## src/tga_dec_pkg.sv

```systemverilog
// Shared types and constants for the TGA image stream decoder.
// No dependencies; used by tga_dec_core and tga_image_stream_decoder.
package tga_dec_pkg;

    localparam int PixelCountBits = 32;

    localparam logic [1:0] KIND_HEADER = 2'd0;
    localparam logic [1:0] KIND_PIXEL  = 2'd1;
    localparam logic [1:0] KIND_ERROR  = 2'd2;

    localparam logic [2:0] ST_OK        = 3'd0;
    localparam logic [2:0] ST_BAD_SIG   = 3'd1;
    localparam logic [2:0] ST_BAD_SIZE  = 3'd2;
    localparam logic [2:0] ST_OVERRUN   = 3'd3;
    localparam logic [2:0] ST_TRUNCATED = 3'd4;

    localparam logic [7:0] TYPE_RAW   = 8'd2;
    localparam logic [7:0] TYPE_RLE   = 8'd10;
    localparam logic [7:0] DEPTH_24   = 8'd24;
    localparam logic [7:0] DEPTH_32   = 8'd32;
    localparam logic [7:0] RUN_FLAG   = 8'd128;
    localparam logic [7:0] RUN_BIAS   = 8'd127;

    localparam logic [4:0] IDX_TYPE   = 5'd2;
    localparam logic [4:0] IDX_SIG_END = 5'd12;
    localparam logic [4:0] IDX_W_LO   = 5'd12;
    localparam logic [4:0] IDX_W_HI   = 5'd13;
    localparam logic [4:0] IDX_H_LO   = 5'd14;
    localparam logic [4:0] IDX_H_HI   = 5'd15;
    localparam logic [4:0] IDX_DEPTH  = 5'd16;

    typedef struct packed {
        logic [1:0]  result_kind;
        logic [7:0]  red;
        logic [7:0]  green;
        logic [7:0]  blue;
        logic [7:0]  alpha;
        logic [7:0]  repeat_count;
        logic [15:0] image_width;
        logic [15:0] image_height;
        logic        has_alpha;
        logic [2:0]  status;
        logic        image_done;
    } t_result;

endpackage

```

## src/tga_dec_core.sv

```systemverilog
// Decoder state and per-byte step logic: header parse, packet and pixel assembly.
// Depends on tga_dec_pkg.
module tga_dec_core (
    input  logic                 i_clk,
    input  logic                 i_rst_n,
    input  logic                 i_step,
    input  logic [7:0]           i_data,
    input  logic                 i_first,
    input  logic                 i_final,
    output logic                 o_emit,
    output tga_dec_pkg::t_result o_result
);

    localparam logic [2:0] PH_WAIT  = 3'd0;
    localparam logic [2:0] PH_SIG   = 3'd1;
    localparam logic [2:0] PH_HDR   = 3'd2;
    localparam logic [2:0] PH_PKT   = 3'd3;
    localparam logic [2:0] PH_COLOR = 3'd4;
    localparam logic [2:0] PH_END   = 3'd5;

    localparam int PB = tga_dec_pkg::PixelCountBits;

    logic [2:0]    r_phase, n_phase;
    logic [4:0]    r_hdr_idx, n_hdr_idx;
    logic          r_is_comp, n_is_comp;
    logic [15:0]   r_width, n_width;
    logic [15:0]   r_height, n_height;
    logic          r_four, n_four;
    logic [PB-1:0] r_pix_left, n_pix_left;
    logic [7:0]    r_pkt_left, n_pkt_left;
    logic          r_pkt_run, n_pkt_run;
    logic [23:0]   r_color, n_color;
    logic [1:0]    r_color_idx, n_color_idx;

    logic [31:0] prod;
    logic        failed;
    logic [2:0]  fail_st;
    logic        done;
    logic        emit_n;
    logic [1:0]  kind;
    logic [7:0]  px_r, px_g, px_b, px_a, px_cnt;
    logic        last_byte;

    always_comb begin
        n_phase     = r_phase;
        n_hdr_idx   = r_hdr_idx;
        n_is_comp   = r_is_comp;
        n_width     = r_width;
        n_height    = r_height;
        n_four      = r_four;
        n_pix_left  = r_pix_left;
        n_pkt_left  = r_pkt_left;
        n_pkt_run   = r_pkt_run;
        n_color     = r_color;
        n_color_idx = r_color_idx;
        prod        = 32'(r_width) * 32'(r_height);
        failed      = 1'b0;
        fail_st     = tga_dec_pkg::ST_OK;
        done        = 1'b0;
        emit_n      = 1'b0;
        kind        = tga_dec_pkg::KIND_HEADER;
        px_r        = 8'd0;
        px_g        = 8'd0;
        px_b        = 8'd0;
        px_a        = 8'd0;
        px_cnt      = 8'd0;
        last_byte   = 1'b0;

        if (i_first) begin
            n_hdr_idx   = 5'd0;
            n_is_comp   = 1'b0;
            n_width     = 16'd0;
            n_height    = 16'd0;
            n_four      = 1'b0;
            n_pix_left  = '0;
            n_pkt_left  = 8'd0;
            n_pkt_run   = 1'b0;
            n_color     = 24'd0;
            n_color_idx = 2'd0;
            n_phase     = PH_SIG;
        end

        if (n_phase != PH_WAIT && n_phase != PH_END) begin
            last_byte = i_final;
            case (n_phase)
                PH_SIG: begin
                    if (n_hdr_idx == tga_dec_pkg::IDX_TYPE) begin
                        if (i_data == tga_dec_pkg::TYPE_RAW) begin
                            n_is_comp = 1'b0;
                        end else if (i_data == tga_dec_pkg::TYPE_RLE) begin
                            n_is_comp = 1'b1;
                        end else begin
                            failed  = 1'b1;
                            fail_st = tga_dec_pkg::ST_BAD_SIG;
                        end
                    end else if (i_data != 8'd0) begin
                        failed  = 1'b1;
                        fail_st = tga_dec_pkg::ST_BAD_SIG;
                    end
                    if (!failed) begin
                        n_hdr_idx = n_hdr_idx + 5'd1;
                        if (n_hdr_idx >= tga_dec_pkg::IDX_SIG_END) begin
                            n_phase = PH_HDR;
                        end
                    end
                end
                PH_HDR: begin
                    case (r_hdr_idx)
                        tga_dec_pkg::IDX_W_LO: n_width = {8'd0, i_data};
                        tga_dec_pkg::IDX_W_HI: n_width = {i_data, r_width[7:0]};
                        tga_dec_pkg::IDX_H_LO: n_height = {8'd0, i_data};
                        tga_dec_pkg::IDX_H_HI: n_height = {i_data, r_height[7:0]};
                        tga_dec_pkg::IDX_DEPTH: begin
                            if (r_width == 16'd0 || r_height == 16'd0 ||
                                (i_data != tga_dec_pkg::DEPTH_24 &&
                                 i_data != tga_dec_pkg::DEPTH_32)) begin
                                failed  = 1'b1;
                                fail_st = tga_dec_pkg::ST_BAD_SIZE;
                            end else begin
                                n_four = (i_data == tga_dec_pkg::DEPTH_32);
                                if ((prod >> PB) != 32'd0) begin
                                    n_pix_left = '1;
                                end else begin
                                    n_pix_left = prod[PB-1:0];
                                end
                            end
                        end
                        default: begin
                            n_color_idx = 2'd0;
                            n_phase     = r_is_comp ? PH_PKT : PH_COLOR;
                            emit_n      = 1'b1;
                            kind        = tga_dec_pkg::KIND_HEADER;
                        end
                    endcase
                    n_hdr_idx = r_hdr_idx + 5'd1;
                end
                PH_PKT: begin
                    if (i_data < tga_dec_pkg::RUN_FLAG) begin
                        n_pkt_left = i_data + 8'd1;
                        n_pkt_run  = 1'b0;
                    end else begin
                        n_pkt_left = i_data - tga_dec_pkg::RUN_BIAS;
                        n_pkt_run  = 1'b1;
                    end
                    n_color_idx = 2'd0;
                    n_phase     = PH_COLOR;
                end
                default: begin
                    if ((!r_four && r_color_idx < 2'd2) ||
                        (r_four && r_color_idx < 2'd3)) begin
                        case (r_color_idx)
                            2'd0:    n_color = {r_color[23:8], i_data};
                            2'd1:    n_color = {r_color[23:16], i_data, r_color[7:0]};
                            default: n_color = {i_data, r_color[15:0]};
                        endcase
                        n_color_idx = r_color_idx + 2'd1;
                    end else begin
                        px_b        = r_color[7:0];
                        px_g        = r_color[15:8];
                        px_r        = r_four ? r_color[23:16] : i_data;
                        px_a        = r_four ? i_data : 8'd0;
                        n_color     = 24'd0;
                        n_color_idx = 2'd0;
                        px_cnt      = 8'd1;
                        if (!r_is_comp) begin
                            if (r_pix_left == '0) begin
                                failed  = 1'b1;
                                fail_st = tga_dec_pkg::ST_OVERRUN;
                            end else begin
                                n_pix_left = r_pix_left - PB'(1);
                                done       = (n_pix_left == '0);
                            end
                        end else if (r_pkt_run) begin
                            px_cnt = r_pkt_left;
                            if (PB'(r_pkt_left) > r_pix_left) begin
                                failed  = 1'b1;
                                fail_st = tga_dec_pkg::ST_OVERRUN;
                            end else begin
                                n_pix_left = r_pix_left - PB'(r_pkt_left);
                                n_pkt_left = 8'd0;
                                done       = (n_pix_left == '0);
                                n_phase    = PH_PKT;
                            end
                        end else begin
                            if (r_pix_left == '0) begin
                                failed  = 1'b1;
                                fail_st = tga_dec_pkg::ST_OVERRUN;
                            end else begin
                                n_pix_left = r_pix_left - PB'(1);
                                n_pkt_left = r_pkt_left - 8'd1;
                                done       = (n_pix_left == '0) && (n_pkt_left == 8'd0);
                                n_phase    = (n_pkt_left == 8'd0) ? PH_PKT : PH_COLOR;
                            end
                        end
                        if (!failed) begin
                            if (done) begin
                                n_phase = PH_END;
                            end
                            emit_n = 1'b1;
                            kind   = tga_dec_pkg::KIND_PIXEL;
                        end
                    end
                end
            endcase

            if (!failed && last_byte && !done) begin
                failed  = 1'b1;
                fail_st = tga_dec_pkg::ST_TRUNCATED;
            end
            if (failed) begin
                n_phase = PH_END;
                emit_n  = 1'b1;
                kind    = tga_dec_pkg::KIND_ERROR;
            end
        end

        o_emit = emit_n;
        o_result.result_kind  = kind;
        o_result.image_width  = n_width;
        o_result.image_height = n_height;
        o_result.has_alpha    = n_four;
        if (kind == tga_dec_pkg::KIND_PIXEL) begin
            o_result.red          = px_r;
            o_result.green        = px_g;
            o_result.blue         = px_b;
            o_result.alpha        = px_a;
            o_result.repeat_count = px_cnt;
        end else begin
            o_result.red          = 8'd0;
            o_result.green        = 8'd0;
            o_result.blue         = 8'd0;
            o_result.alpha        = 8'd0;
            o_result.repeat_count = 8'd0;
        end
        o_result.status     = failed ? fail_st : tga_dec_pkg::ST_OK;
        o_result.image_done = failed ? 1'b1 : done;
    end

    always_ff @(posedge i_clk) begin
        if (!i_rst_n) begin
            r_phase     <= PH_WAIT;
            r_hdr_idx   <= 5'd0;
            r_is_comp   <= 1'b0;
            r_width     <= 16'd0;
            r_height    <= 16'd0;
            r_four      <= 1'b0;
            r_pix_left  <= '0;
            r_pkt_left  <= 8'd0;
            r_pkt_run   <= 1'b0;
            r_color     <= 24'd0;
            r_color_idx <= 2'd0;
        end else if (i_step) begin
            r_phase     <= n_phase;
            r_hdr_idx   <= n_hdr_idx;
            r_is_comp   <= n_is_comp;
            r_width     <= n_width;
            r_height    <= n_height;
            r_four      <= n_four;
            r_pix_left  <= n_pix_left;
            r_pkt_left  <= n_pkt_left;
            r_pkt_run   <= n_pkt_run;
            r_color     <= n_color;
            r_color_idx <= n_color_idx;
        end
    end

endmodule

```

## src/tga_image_stream_decoder.sv

```systemverilog
// Top level of the TGA image stream decoder: input register, result register.
// Depends on tga_dec_pkg and tga_dec_core.
//
// Usage: feed the file one byte per transaction on the input channel
// (i_valid / o_stall), with i_first_byte on the first signature byte of each
// file and i_final_byte on the last byte available. Results leave on the
// output channel (o_valid / i_stall): a header transaction after the
// descriptor byte, one pixel transaction per color (with repeat count) and
// an error transaction on a bad signature, bad size or depth, overrun or
// truncation. o_image_done marks the transaction that ends the image.
// Throughput: one byte per cycle while the receiver does not stall; bytes
// that produce no result still take one slot in the input register. The
// path is input register, decode logic and state update, result register.
// Reset clears the valid bits of both registers and returns the decoder to waiting for a new
// file; bytes without i_first_byte are then dropped silently.
// When the receiver stalls, the result register holds and the input
// register fills; o_stall then rises until the result is taken.
module tga_image_stream_decoder (
    input  logic        i_clk,
    input  logic        i_rst_n,
    input  logic        i_valid,
    output logic        o_stall,
    input  logic [7:0]  i_data_byte,
    input  logic        i_first_byte,
    input  logic        i_final_byte,
    output logic        o_valid,
    input  logic        i_stall,
    output logic [1:0]  o_result_kind,
    output logic [7:0]  o_red,
    output logic [7:0]  o_green,
    output logic [7:0]  o_blue,
    output logic [7:0]  o_alpha,
    output logic [7:0]  o_repeat_count,
    output logic [15:0] o_image_width,
    output logic [15:0] o_image_height,
    output logic        o_has_alpha,
    output logic [2:0]  o_status,
    output logic        o_image_done
);

    logic                 r_in_valid;
    logic [7:0]           r_in_data;
    logic                 r_in_first;
    logic                 r_in_final;
    logic                 r_out_valid;
    tga_dec_pkg::t_result r_out;

    logic                 advance;
    logic                 step;
    logic                 emit;
    tga_dec_pkg::t_result result;

    assign advance = !r_out_valid || !i_stall;
    assign step    = r_in_valid && advance;
    assign o_stall = r_in_valid && !advance;

    tga_dec_core u_core (
        .i_clk    (i_clk),
        .i_rst_n  (i_rst_n),
        .i_step   (step),
        .i_data   (r_in_data),
        .i_first  (r_in_first),
        .i_final  (r_in_final),
        .o_emit   (emit),
        .o_result (result)
    );

    always_ff @(posedge i_clk) begin
        if (!i_rst_n) begin
            r_in_valid <= 1'b0;
        end else if (!o_stall) begin
            r_in_valid <= i_valid;
        end
    end

    always_ff @(posedge i_clk) begin
        if (!o_stall) begin
            r_in_data  <= i_data_byte;
            r_in_first <= i_first_byte;
            r_in_final <= i_final_byte;
        end
    end

    always_ff @(posedge i_clk) begin
        if (!i_rst_n) begin
            r_out_valid <= 1'b0;
        end else if (advance) begin
            r_out_valid <= step && emit;
        end
    end

    always_ff @(posedge i_clk) begin
        if (advance) begin
            r_out <= result;
        end
    end

    assign o_valid        = r_out_valid;
    assign o_result_kind  = r_out.result_kind;
    assign o_red          = r_out.red;
    assign o_green        = r_out.green;
    assign o_blue         = r_out.blue;
    assign o_alpha        = r_out.alpha;
    assign o_repeat_count = r_out.repeat_count;
    assign o_image_width  = r_out.image_width;
    assign o_image_height = r_out.image_height;
    assign o_has_alpha    = r_out.has_alpha;
    assign o_status       = r_out.status;
    assign o_image_done   = r_out.image_done;

endmodule

```

## config.mk

```make
export PLATFORM = sky130hd
export DESIGN_NAME = tga_image_stream_decoder
export DESIGN_NICKNAME = d
export VERILOG_FILES = /design/src/tga_dec_pkg.sv /design/src/tga_dec_core.sv /design/src/tga_image_stream_decoder.sv
export SDC_FILE = /design/constraint.sdc
export NUM_CORES = 1
export LEC_CHECK = 0
export BUFFER_PORTS_ARGS = -buffer_cell sky130_fd_sc_hd__buf_2
export CAP_MARGIN = 40
export CORE_ASPECT_RATIO = 0.8
export CORE_MARGIN = 5
export CORE_UTILIZATION = 60
export CTS_CLUSTER_SIZE = 25
export DETAILED_ROUTE_END_ITERATION = 6
export GPL_TIMING_DRIVEN = 0
export PLACE_DENSITY = 0.9
export SKIP_LAST_GASP = 1
export SYNTH_ARGS = -nofsm -noshare
export SYNTH_HDL_FRONTEND = slang
export SYNTH_HIERARCHICAL = 1
export SYNTH_SLANG_ARGS = --single-unit
```

## constraint.sdc

```tcl
create_clock -name i_clk -period 7.2 [get_ports i_clk]
set_input_delay 0.36 -clock i_clk [delete_from_list [all_inputs] [get_ports i_clk]]
set_output_delay 0.36 -clock i_clk [all_outputs]
set_load 0.02 [all_outputs]
```

After elaboration in Yosys (flattened, before gate mapping)
Index checks and enable logic that the tools add are counted.
W data, S select, Z words.

operators by class
  reductions and logical operators = 41
  bitwise gates (word level) = 6
  equal/unequal tests = 21
  multiply operators = 1
  $add $sub $neg = 8
  order comparisons = 5
  muxes and demuxes = 132

operators by type and width
  cell                     number
  $mux W32                 9
  $logic_not A32 Y1        3
  $mux W16                 6
  $mux W24                 4
  $mux W8                  9
  $pmux W16 S2             2
  $pmux W32 S2             1
  $mux W3                  21
  $mux W1                  57
  $pmux W24 S2             1
  $gt A8 B32 Y1            1
  $logic_not A16 Y1        2
  $mul A16 B16 Y32         1
  $sub A32 B1 Y32 const B  1
  $sub A32 B8 Y32          1
  $mux W2                  12
  $eq A5 B4 Y1 const B     4
  $pmux W3 S3              2
  $ne A4 B4 Y1 const B     4
  $pmux W8 S2              1
  $mux W5                  3
  $add A5 B1 Y5 const B    2
  $logic_and A1 B1 Y1      10
  $pmux W5 S2              1
  36 further kinds         56

word-level totals
  logic and storage cells = 245
  input port bits = 14
  flip-flop bits (word level) = 200
  output and inout bits = 81

Logic depth before layout (Yosys ltp)
  word-level depth = 21
  mapped depth = 25
  mapped depth without buffers = 22

Modules after synthesis
Netlist, hierarchy kept.

modules (own cells, without submodules)
  module                    area an instance (um^2)  seq. area each (um^2)  times used  cells an instance
  tga_dec_core              18,172.4                 2,182.1                1           2,351
  tga_image_stream_decoder  2,756.4                  2,712.6                1           98

Worst setup path before layout
Ideal clock, no wire load.

  kind = register -> register
  start = register u_core.r_height[1]
  end = register u_core.r_pix_left[24]
  required time = 7.083 ns
  clock period less this slack = 6.276 ns
  arrival = 6.159 ns
  path buffers = 2
  stages on the path, launching flop included = 23
  setup slack = 0.924 ns
  setup time = 0.117 ns
  path through = dfxtp_1 > clkbuf_1 > clkbuf_1 > nand2_1 > fa_1 > fa_1 > fa_1 > fa_1 > inv_1 > fa_1 > inv_1 > fa_1 > inv_1 > ha_1 > a21o_1 > a21oi_1 > nor2b_1 > a311oi_1 > a21oi_1 > o21a_1 > o31a_1 > or3_1 > a32o_1

between the ends
  word-level cells in the longest chain between the ends = 7
  elaborated cells on any way between the ends = 8
  those cells by class = mul: 1; mux: 4; reduce/logical: 3

RTL lines
  item                                                                      line                 source
  start, declared                                                           tga_dec_core.sv:27   logic [15:0] r_height, n_height;
  start signal, assigned                                                    tga_dec_core.sv:257  r_height <= n_height;
  parallel branches: the longest is 3 deep, another holds $mul A16 B16 Y32  n/a
  $mux W32 *                                                                tga_dec_core.sv:114  if (r_width == 16'd0 || r_height == 16'd0 ||
  $mux W32 *                                                                tga_dec_core.sv:108  case (r_hdr_idx)
  $pmux W32 S2 *                                                            tga_dec_core.sv:85   case (n_phase)
  $mux W32 *                                                                tga_dec_core.sv:83   if (n_phase != PH_WAIT && n_phase != PH_END) begin
  end signal, assigned                                                      tga_dec_core.sv:259  r_pix_left <= n_pix_left;
  end, declared                                                             tga_dec_core.sv:29   logic [PB-1:0] r_pix_left, n_pix_left;

Every way passes the cells marked *.
A chain may end at the register's enable or synchronous reset.

Worst setup path after layout
  start = register u_core.r_width[5]
  end = register u_core.r_pix_left[29]

between the ends
  word-level cells in the longest chain between the ends = 7
  elaborated cells on any way between the ends = 8
  those cells by class = mul: 1; mux: 4; reduce/logical: 3

RTL lines
  item                                                                      line                 source
  start, declared                                                           tga_dec_core.sv:26   logic [15:0] r_width, n_width;
  start signal, assigned                                                    tga_dec_core.sv:256  r_width <= n_width;
  parallel branches: the longest is 3 deep, another holds $mul A16 B16 Y32  n/a
  $mux W32 *                                                                tga_dec_core.sv:114
  $mux W32 *                                                                tga_dec_core.sv:108
  $pmux W32 S2 *                                                            tga_dec_core.sv:85
  $mux W32 *                                                                tga_dec_core.sv:83

Marks and branches as above.

==> qor.txt <==
LOGIC SYNTHESIS
-------------------------------------------------------------------------------------------------
Top-count cell post-synth                                                            sky130_fd_sc_hd__inv_1
Most used flip-flop cell after synthesis                                             sky130_fd_sc_hd__dfxtp_1
Sequential area share after synthesis                                                       0.234
Most instantiated cells after synthesis                                              261 x sky130_fd_sc_hd__inv_1, 232 x sky130_fd_sc_hd__nand2_1, 195 x sky130_fd_sc_hd__fa_1
Share of synthesized registers carrying an async set or reset                                   0
Avg Inst Size Synth                                                                     8.55 um^2
Gate count of the mapped netlist                                                             2449
Flip-flop and latch count after synthesis                                                     200
Post-synthesis cell type with the largest combined area                              sky130_fd_sc_hd__fa_1
Number of distinct library cell variants in the gate-level netlist after synthesis             97
Number of nets produced by synthesis                                                         2788
Post-synth EDFFs                                                                               89
Warnings from Yosys                                                                             6
Mapped cell area                                                                       20900 um^2
Fraction of post-synthesis cell area in the top cell type by area                           0.187
Top cells by area in the synthesized netlist                                         sky130_fd_sc_hd__fa_1 19%, sky130_fd_sc_hd__edfxtp_1 13%, sky130_fd_sc_hd__dfxtp_1 11%

FINAL LAYOUT
-------------------------------------------------------------------------------------------------
Utilization of the core after routing                                                       0.656
Sequential standard cell area                                                           4920 um^2
Number of fillers in the final layout                                                        2766
Ratio of cells with drive above 1 in the final layout                                      0.0939
Signed area change from the synthesized netlist to the final layout                         8.44%
Net total in the final layout                                                                2883
Multi-input gate area in the final layout                                              14300 um^2
Post-route insts no fill                                                                     3033

HOLD PATH
-------------------------------------------------------------------------------------------------
Start point of the worst min-delay path                                              i_data_byte[2]
Hold Crit Depth                                                                                 1
Hold EP                                                                              r_in_data[2]
Hold/Removal Path Class                                                                    in2reg

GLOBAL ROUTING
-------------------------------------------------------------------------------------------------
Via count of the first global-routing pass                                                  20062
Global-route wire length before repair                                                     117 mm
Gr usage total                                                                              0.392
GRT overflow                                                                                    0
Number of antenna violations at the first check in global routing                               1
Largest net degree at the start of global routing                                              53

FLOORPLANNING
-------------------------------------------------------------------------------------------------
Die Wd                                                                                     219 um
# rows                                                                                         61
I/O pin cnt                                                                                    95
Core area                                                                              34600 um^2
Die Height                                                                                 177 um
Initial cell density of the core                                                            0.605
Area of the die                                                                        38700 um^2

TIMING
-------------------------------------------------------------------------------------------------
Final-report max-slew violation count                                                           0
Transition time of the tightest slew-check pin                                            1.03 ns
FMAX                                                                                    0.142 GHz
Count of endpoints failing setup in the final report                                            0
Slew HR                                                                                     0.308
RSZ-0062 raised after global routing                                                           no
Layout Skew                                                                             0.0172 ns
Share of the cycle needed by the critical path after routing                                0.976
Final critical path time including I/O delays and setup                                   7.03 ns
Endpoints failing hold                                                                          0

CRITICAL PATH
-------------------------------------------------------------------------------------------------
R2r endpoint                                                                         u_core/r_pix_left[29]
Largest fanout on the critical path                                                            10
Critical setup path kind                                                                  reg2reg
Reg2reg setup slack                                                                       0.17 ns
Reg2reg path depth                                                                             22
Slowest CP cell                                                                      sky130_fd_sc_hd__dfxtp_2
Stage delay of the slowest cell on the critical path                                      0.58 ns
Category of the worst setup path capture point                                          flip-flop
Setup crit start kind                                                                   flip-flop
Data arrival, critical path                                                               7.44 ns
Most frequent CP cell                                                                sky130_fd_sc_hd__fa_1
Worst reg2reg path startpoint                                                        u_core/r_width[5]
Data required time of the critical path                                                   7.61 ns
Critical path cell sequence                                                          clkbuf_2, and2_1, fa_1, inv_1, fa_1, fa_1, fa_1, inv_1, fa_1, inv_1, fa_1, inv_1, ha_1, and3_1, o21ai_0, a21oi_1, a21bo_2, a31oi_2, o31a_1, a311oi_1, a2111oi_0, o221a_2

DRT
-------------------------------------------------------------------------------------------------
Total wirelength of the detailed-routed design                                            76.9 mm
Routed wire length per instance                                                           25.4 um
Number of design-rule violations left by the first detailed-router iteration                 3229
Via count                                                                                   20445
DRC viols                                                                                       2
DR pass1 iterations                                                                             7
Number of nets with antenna violations after detailed routing                                   0
Via density                                                                                  6.74

CLOCK NETWORK
-------------------------------------------------------------------------------------------------
Clock Root Buffer                                                                    sky130_fd_sc_hd__clkbuf_16
Worst-Skew Late Latency                                                                   0.46 ns
Hold-fix buffer count after cts                                                                 0
Number of levels in the clock H-tree                                                            4
TritonCTS clock tree                                                                        built
Clock tree buffer depth                                                                         2
Clock buffers created by TritonCTS                                                             17
Clock transition at path regs                                                             0.09 ns
Sinks on the clock net                                                                        200

OUTCOME
-------------------------------------------------------------------------------------------------
Violations in the final reports                                                               DRC
Result of the run                                                                    complete, but fails checks

PLACED DESIGN
-------------------------------------------------------------------------------------------------
Buffers on Ports                                                                               94
Final RePlAce weighted congestion                                                            1.04
HPWL after detailed placement                                                             59.0 mm
Placed instance count                                                                        3025

POWER
-------------------------------------------------------------------------------------------------
Leakage dissipation                                                                       10.1 nW
Power per Cell Area                                                                   118 nW/um^2
Peak supply drop                                                                       0.000152 V

FLOW RUN
-------------------------------------------------------------------------------------------------
Max-capacitance violation count                                                                 0

==> how the worst max path moves through the flow <==
stage	slack [ns]	depth (start not counted)	startpoint	endpoint
floorplan	0.92	22	u_core/r_height[1]	u_core/r_pix_left[24]
global placement	-0.21	23	u_core/r_width[4]	u_core/r_pix_left[29]
detailed placement	-0.47	23	u_core/r_width[5]	u_core/r_pix_left[29]
CTS	0.008	22	u_core/r_width[11]	u_core/r_pix_left[29]
global route	0.03	21	u_core/r_width[8]	u_core/r_pix_left[29]
finish	0.17	22	u_core/r_width[5]	u_core/r_pix_left[29]
==> logic make-up after synthesis <==
family | after synthesis | synth area share
buf+inv | 455 | 0.0838
flops | 200 | 0.234
simple gates | 868 | 0.212
compound gates | 523 | 0.172
mux | 33 | 0.0158
xor+xnor | 45 | 0.0188
fa+ha+maj | 325 | 0.264
==> report_power, final <==
part           switching, mW  total, mW  internal, mW
registers             0.0139       1.22          1.20
clock network          0.553       1.04         0.486
logic                  0.303      0.415         0.112
total                  0.870       2.67          1.80
==> per-layer routing <==
| metal | track usage | share of wire |
|---|---|---|
| met4 | 0.170 | 0.052 |
| met1 | 0.535 | 0.38 |
| met5 | 0 | 0 |
| met2 | 0.576 | 0.42 |
| met3 | 0.128 | 0.15 |
==> sequential cells by signal (all words and copies together) (netlist names), 16 cells and up <==
signal             cells
o_image_height        16
u_core/r_width        16
u_core/r_color        24
u_core/r_height       16
u_core/r_pix_left     32
o_image_width         16
==> cell usage in the layout (no fill, tap or decap), types with 36 or more instances in the layout <==
master / instances
sky130_fd_sc_hd__and2_1: 142
sky130_fd_sc_hd__inv_1: 261
sky130_fd_sc_hd__edfxtp_1: 89
sky130_fd_sc_hd__ha_1: 130
sky130_fd_sc_hd__nor2_1: 192
sky130_fd_sc_hd__nand2_1: 231
sky130_fd_sc_hd__clkbuf_1: 116
sky130_fd_sc_hd__a32oi_1: 40
sky130_fd_sc_hd__o21ai_0: 94
sky130_fd_sc_hd__a21oi_1: 109
sky130_fd_sc_hd__xnor2_1: 38
sky130_fd_sc_hd__nand3_1: 36
sky130_fd_sc_hd__dfxtp_1: 90
sky130_fd_sc_hd__fa_1: 195
sky130_fd_sc_hd__nor3_1: 67
sky130_fd_sc_hd__buf_2: 106
==> cell type report <==
cell class,count,share of cell area
sequential,200,0.217
tap,472,0.0260
antenna,4,0.000441
multi-input combinational,1794,0.631
clock buffer,17,0.0187
inverter,265,0.0438
buffer,161,0.0299
timing repair buffer,105,0.0249
clock inverter,15,0.00871
==> critical path: cells and delay by family, from the launching register on <==
family	cells	cell delay [ns]
adders and majority gates	7	3.23
AOI/OAI and AO/OA	8	2.03
and+or+nand+nor	2	0.46
buffers and inverters	5	0.65
DFF	1	0.58
==> metrics by stage <==
| step | TNS (ns) | power (mW) | hold slack [ns] | setup WS (ns) | instance area (um^2) |
|---|---|---|---|---|---|
| 6_report | 0 | 2.67 | 0.0768 | 0.169 | 22700 |
| 5_1_grt | 0 | 2.73 | 0.0601 | 0.0253 | 22700 |
| 4_1_cts | 0 | 2.63 | 0.0673 | 0.00815 | 22700 |
| 3_5_place_dp | -2.97 | 1.63 | 0.467 | -0.474 | 22100 |
| 3_3_place_gp | -0.478 | 1.62 | 0.459 | -0.211 | 22000 |
| 2_1_floorplan | 0 | 1.48 | 0.446 | 0.924 | 20900 |
==> what timing repair did <==
action	in CTS	in global routing
endpoints found under the setup margin	14	14
buffers inserted	0	0
gates resized for setup	19	36
hold endpoints to repair	0	0
(Power assumes the default switching activity.)
